### src/rtl/first_fit_block_allocator_core_assert.svh
// assertion macros for the first-fit allocator rtl
// no dependencies; compiles to nothing when SYNTHESIS is defined
`ifndef FIRST_FIT_BLOCK_ALLOCATOR_CORE_ASSERT_SVH
`define FIRST_FIT_BLOCK_ALLOCATOR_CORE_ASSERT_SVH
`ifndef SYNTHESIS
// same-cycle implication under an active-low reset
`define FFBA_ASSERT_IMP(lbl, ck, rn, ante, cons) \
	lbl: assert property (@(posedge ck) disable iff (!rn) (ante) |-> (cons)) \
		else $error("ffba same-cycle check failed");
// next-cycle implication under an active-low reset
`define FFBA_ASSERT_NXT(lbl, ck, rn, ante, cons) \
	lbl: assert property (@(posedge ck) disable iff (!rn) (ante) |=> (cons)) \
		else $error("ffba next-cycle check failed");
`else
`define FFBA_ASSERT_IMP(lbl, ck, rn, ante, cons)
`define FFBA_ASSERT_NXT(lbl, ck, rn, ante, cons)
`endif
`endif

### src/rtl/ffba_ram.sv
// generic simple dual-port ram, one write and one registered read port
// no dependencies
module ffba_ram #(
	parameter int WIDTH = 8,
	parameter int DEPTH = 32
) (
	input  logic                     clk,
	input  logic                     wr_en,
	input  logic [$clog2(DEPTH)-1:0] wr_addr,
	input  logic [WIDTH-1:0]         wr_data,
	input  logic                     rd_en,
	input  logic [$clog2(DEPTH)-1:0] rd_addr,
	output logic [WIDTH-1:0]         rd_data
);

	logic [WIDTH-1:0] mem [DEPTH];

	// write port
	always_ff @(posedge clk) begin
		if (wr_en) begin
			mem[wr_addr] <= wr_data;
		end
	end

	// registered read port
	always_ff @(posedge clk) begin
		if (rd_en) begin
			rd_data <= mem[rd_addr];
		end
	end

endmodule

### config.mk
export PLATFORM = sky130hd
export DESIGN_NAME = ffba_ram
export DESIGN_NICKNAME = d
export VERILOG_FILES = /design/src/rtl/first_fit_block_allocator_core_assert.svh /design/src/rtl/ffba_ram.sv
export SDC_FILE = /design/constraint.sdc
export NUM_CORES = 1
export LEC_CHECK = 0
export BUFFER_PORTS_ARGS = -buffer_cell sky130_fd_sc_hd__buf_4
export CAP_MARGIN = 20
export CELL_PAD_IN_SITES_DETAIL_PLACEMENT = 1
export CELL_PAD_IN_SITES_GLOBAL_PLACEMENT = 1
export CORE_ASPECT_RATIO = 0.6
export CORE_MARGIN = 2
export CORE_UTILIZATION = 48
export DETAILED_ROUTE_END_ITERATION = 7
export PLACE_DENSITY_LB_ADDON = 0.1
export SETUP_SLACK_MARGIN = 0.3
export SLEW_MARGIN = 20
export SYNTH_ARGS = -nofsm -noshare
export SYNTH_HDL_FRONTEND = slang
export SYNTH_SLANG_ARGS = --single-unit
### constraint.sdc
create_clock -name clk -period 4.2 [get_ports clk]
set_input_delay 0.84 -clock clk [delete_from_list [all_inputs] [get_ports clk]]
set_output_delay 0.84 -clock clk [all_outputs]
set_load 0.02 [all_outputs]
* Word level (Yosys, flattened, before mapping)
Memories as Yosys holds them, arrays and structs flattened. A register that Yosys moved wholly into a read port is not among the register bits. Index checks and enable logic that the tools add are counted.
Cells by class: mux-type cells 2
Operator list (count):
- two-way mux 1 bit | 2
Word-level totals: memories 1, bits in registers 0, bits in writable memories 256, output and inout port bits 8
Memory list:
- mem | words 32, width 8, read ports 1, clocked after memory_dff 1, wr ports 1, line ffba_ram.sv:16 | logic [WIDTH-1:0] mem [DEPTH];

* Logic depth before layout (Yosys ltp)
word-level depth 2, gate-level depth with buffers 5, depth with buffers taken out 3

* Worst setup path before layout
No wires, ideal clock.
path type input port to flip-flop, start point input rd_addr[2], end point register rd_data[0], read port of mem (data pin), setup time 0.260 ns, stages 5, path slack 1.418 ns, arrival 2.522 ns, cells stage by stage clkbuf_1 clkbuf_1 mux4_2 mux4_2 mux2_2
RTL lines:
- from (decl) | line ffba_ram.sv:12 | input logic [$clog2(DEPTH)-1:0] rd_addr,
- to (decl) | line ffba_ram.sv:13 | output logic [WIDTH-1:0] rd_data

==> flow_metrics.tcl <==
set metrics [dict create \
    cts_setup_buffers 0 \
    io_buffers 28 \
    cp-end-kind "flop" \
    cts_sinks 264 \
    postRouteAntennaNets 0 \
    startpoint "rd_addr[0]" \
    syn_inst 417 \
    track_usage 0.216 \
    ys_types 14 \
    drc 0 \
    p_leak_uw 0.00357 \
    required_ns 4.47 \
    timing.hold.ws_ns 0.637 \
    synth-edff-count 264 \
    synth.area.top_cells "edfxtp_1 (78%), mux4_2 (18%), nor2_1 (1.2%)" \
    worstHoldStart "rd_en" \
    fin_nets 475 \
    routabilityCongestion 0.803 \
    outcome "finished, final reports clean" \
    slew_headroom 0.297 \
    num_io_pins 29 \
    worstHoldEndpoint "rd_data[7]$_DFFE_PP_" \
    fill_cells 1716 \
    cts_tree "yes" \
    r2r_end "rd_data[3]$_DFFE_PP_" \
    synth.avg_cell_area_um2 24.3 \
    r2r_cells 3 \
    synth_area_mm2 0.0101 \
    routed_wl_um 22700 \
    yosys-top-cells-count "edfxtp_1 (264), mux4_2 (80), nor2_1 (33)" \
    cts_resized 0 \
    grt_max_degree 34 \
    power_density_mw_per_mm2 496 \
    clock_skew_ns 0.0107 \
    ctsHoldBuffers 0 \
    die_y_um 117 \
    crit_type "primary input to flop" \
    ys_warn_count 0 \
    fin_ws_ns 1.50 \
    worst_pin_slew_ns 1.05 \
    rows 41 \
    ys.flop_type "edfxtp_1" \
    cp.arrival_ns 2.98 \
    clockBufferDepth 3 \
    stdcell_count 752 \
    dr_total_vias 4499 \
    synth_top_cell_by_area "edfxtp_1" \
    grt_pass1_wl_um 33300 \
    async_flop_share 0 \
    fin_crit_sh 0.644 \
    drv_slew 0 \
    drt_iter0_drc 333 \
    ys_seq_area_frac 0.782 \
    final_layout_size_suffix_gt1_frac 0.337 \
    path_max_fanout 24 \
    via_per_inst 5.98 \
    fin_tns_setup_ns 0 \
    fin_crit_ns 2.70 \
    hold_path.class "primary input to flop" \
    area_delta_synth_final_pct 13.8 \
    r2r_setup_slack_ns 2.19 \
    dp_cells 707 \
    setup_viol 0 \
    whs_path_depth 1 \
    drt_first_pass_iters 5 \
    wl_per_cell_um 30.1 \
    rsz0062_at_grt "no" \
    clk_latency_ns 0.52 \
    clock-root-buffer "clkbuf_16" \
    die_w_um 192 \
    antenna_found_initial 1 \
    max_freq_mhz 370 \
    vdd_ir_drop_max_mv 0.343 \
    cp-start-kind "primary input" \
    synth.most_common_cell "edfxtp_1" \
    power_uw 5720 \
    clk_pin_slew_ns 0.07 \
    grt_pass1_vias 4671 \
    cts_buffers 24 \
    synth-seq-cells 264 \
    cts-htree-levels 1 \
    hpwl_um 14200 \
    synth_top_area_share 0.782 \
    core_mm2 0.0209 \
    die-area_mm2 0.0223 \
    worstReg2RegStart "mem[13][3]$_DFFE_PP_" \
    max_cap_violations 0 \
    post-place-ws_ns 0.895 \
    synth_nets 438 \
    initial_core_util 0.485 \
    hold_violations 0 \
    overflow 0 \
]
[where the power goes]
part | switching, µW | total (µW) | internal [µW]
clock network | 959 | 2480 | 1520
logic | 166 | 291 | 125
registers | 11.5 | 2950 | 2940
total | 1140 | 5720 | 4580
[registers in the layout (all words and copies together) (netlist names)]
name	cells
rd_data	8
mem	256
[layer usage]
layer / share of wire / routed length [µm] / track usage / vias up
met5: 0 / 0 / 0 / -
met2: 0.43 / 9770 / 0.302 / 164
met1: 0.49 / 11100 / 0.360 / 2443
li1: - / - / - / 1864
met4: 0.014 / 315 / 0.0374 / 0
met3: 0.065 / 1470 / 0.0364 / 28
[worst max-delay path, stage by stage]
cell and delay [ns]:
buf_4 0.41, buf_4 0.35, mux4_2 0.56, mux4_2 0.52
mux2_2 0.29
[layout by cell type (no fill, tap or decap)]
| cell | instances |
|---|---|
| buf_4 | 29 |
| clkbuf_1 | 3 |
| edfxtp_1 | 264 |
| clkinv_1 | 4 |
| bufinv_16 | 7 |
| nor2_1 | 33 |
| clkinv_4 | 1 |
| mux4_2 | 80 |
| clkinv_2 | 2 |
| or3_1 | 1 |
| diode_2 | 1 |
| or3b_2 | 3 |
| nand3_1 | 2 |
| nand2_1 | 1 |
| clkinvlp_4 | 2 |
| nand3b_1 | 5 |
| mux2_2 | 8 |
| clkbuf_16 | 25 |
| buf_12 | 2 |
[cell families (layout without fill, tap and decap cells)]
logic type | count (synthesis) | after routing | share of synthesized area
and+or+nand+nor | 45 | 45 | 0.0205
other | 0 | 1 | 0
buffers and inverters | 20 | 75 | 0.0105
muxes | 88 | 88 | 0.187
DFF | 264 | 264 | 0.782
[metrics by stage]
step	instance area (µm²)	util
global placement	10600	0.509
CTS	11500	0.552
floorplan	10100	-
detailed placement	10600	0.509
global route	11500	0.552
finish	11500	0.552
[cell type report]
| cell class | instances | area (µm²) | area share |
|---|---|---|---|
| antenna | 1 | 2.50 | 0.000217 |
| clock buffer | 28 | 637 | 0.0552 |
| multi-input combinational | 133 | 2100 | 0.182 |
| timing repair buffer | 31 | 258 | 0.0224 |
| clock inverter | 16 | 259 | 0.0225 |
| tap | 279 | 349 | 0.0303 |
| sequential | 264 | 7930 | 0.687 |
[worst max-delay path by stage]
stage / end / slack [ns] / cells after the start
2_1_floorplan: rd_data[0]$_DFFE_PP_ / 1.42 / 5
3_3_place_gp: rd_data[4]$_DFFE_PP_ / 0.90 / 5
3_5_place_dp: rd_data[0]$_DFFE_PP_ / 0.90 / 5
4_1_cts: rd_data[5]$_DFFE_PP_ / 1.43 / 5
5_1_grt: rd_data[3]$_DFFE_PP_ / 1.34 / 5
6_report: rd_data[0]$_DFFE_PP_ / 1.50 / 5
Power figures use the tool's default switching activity.
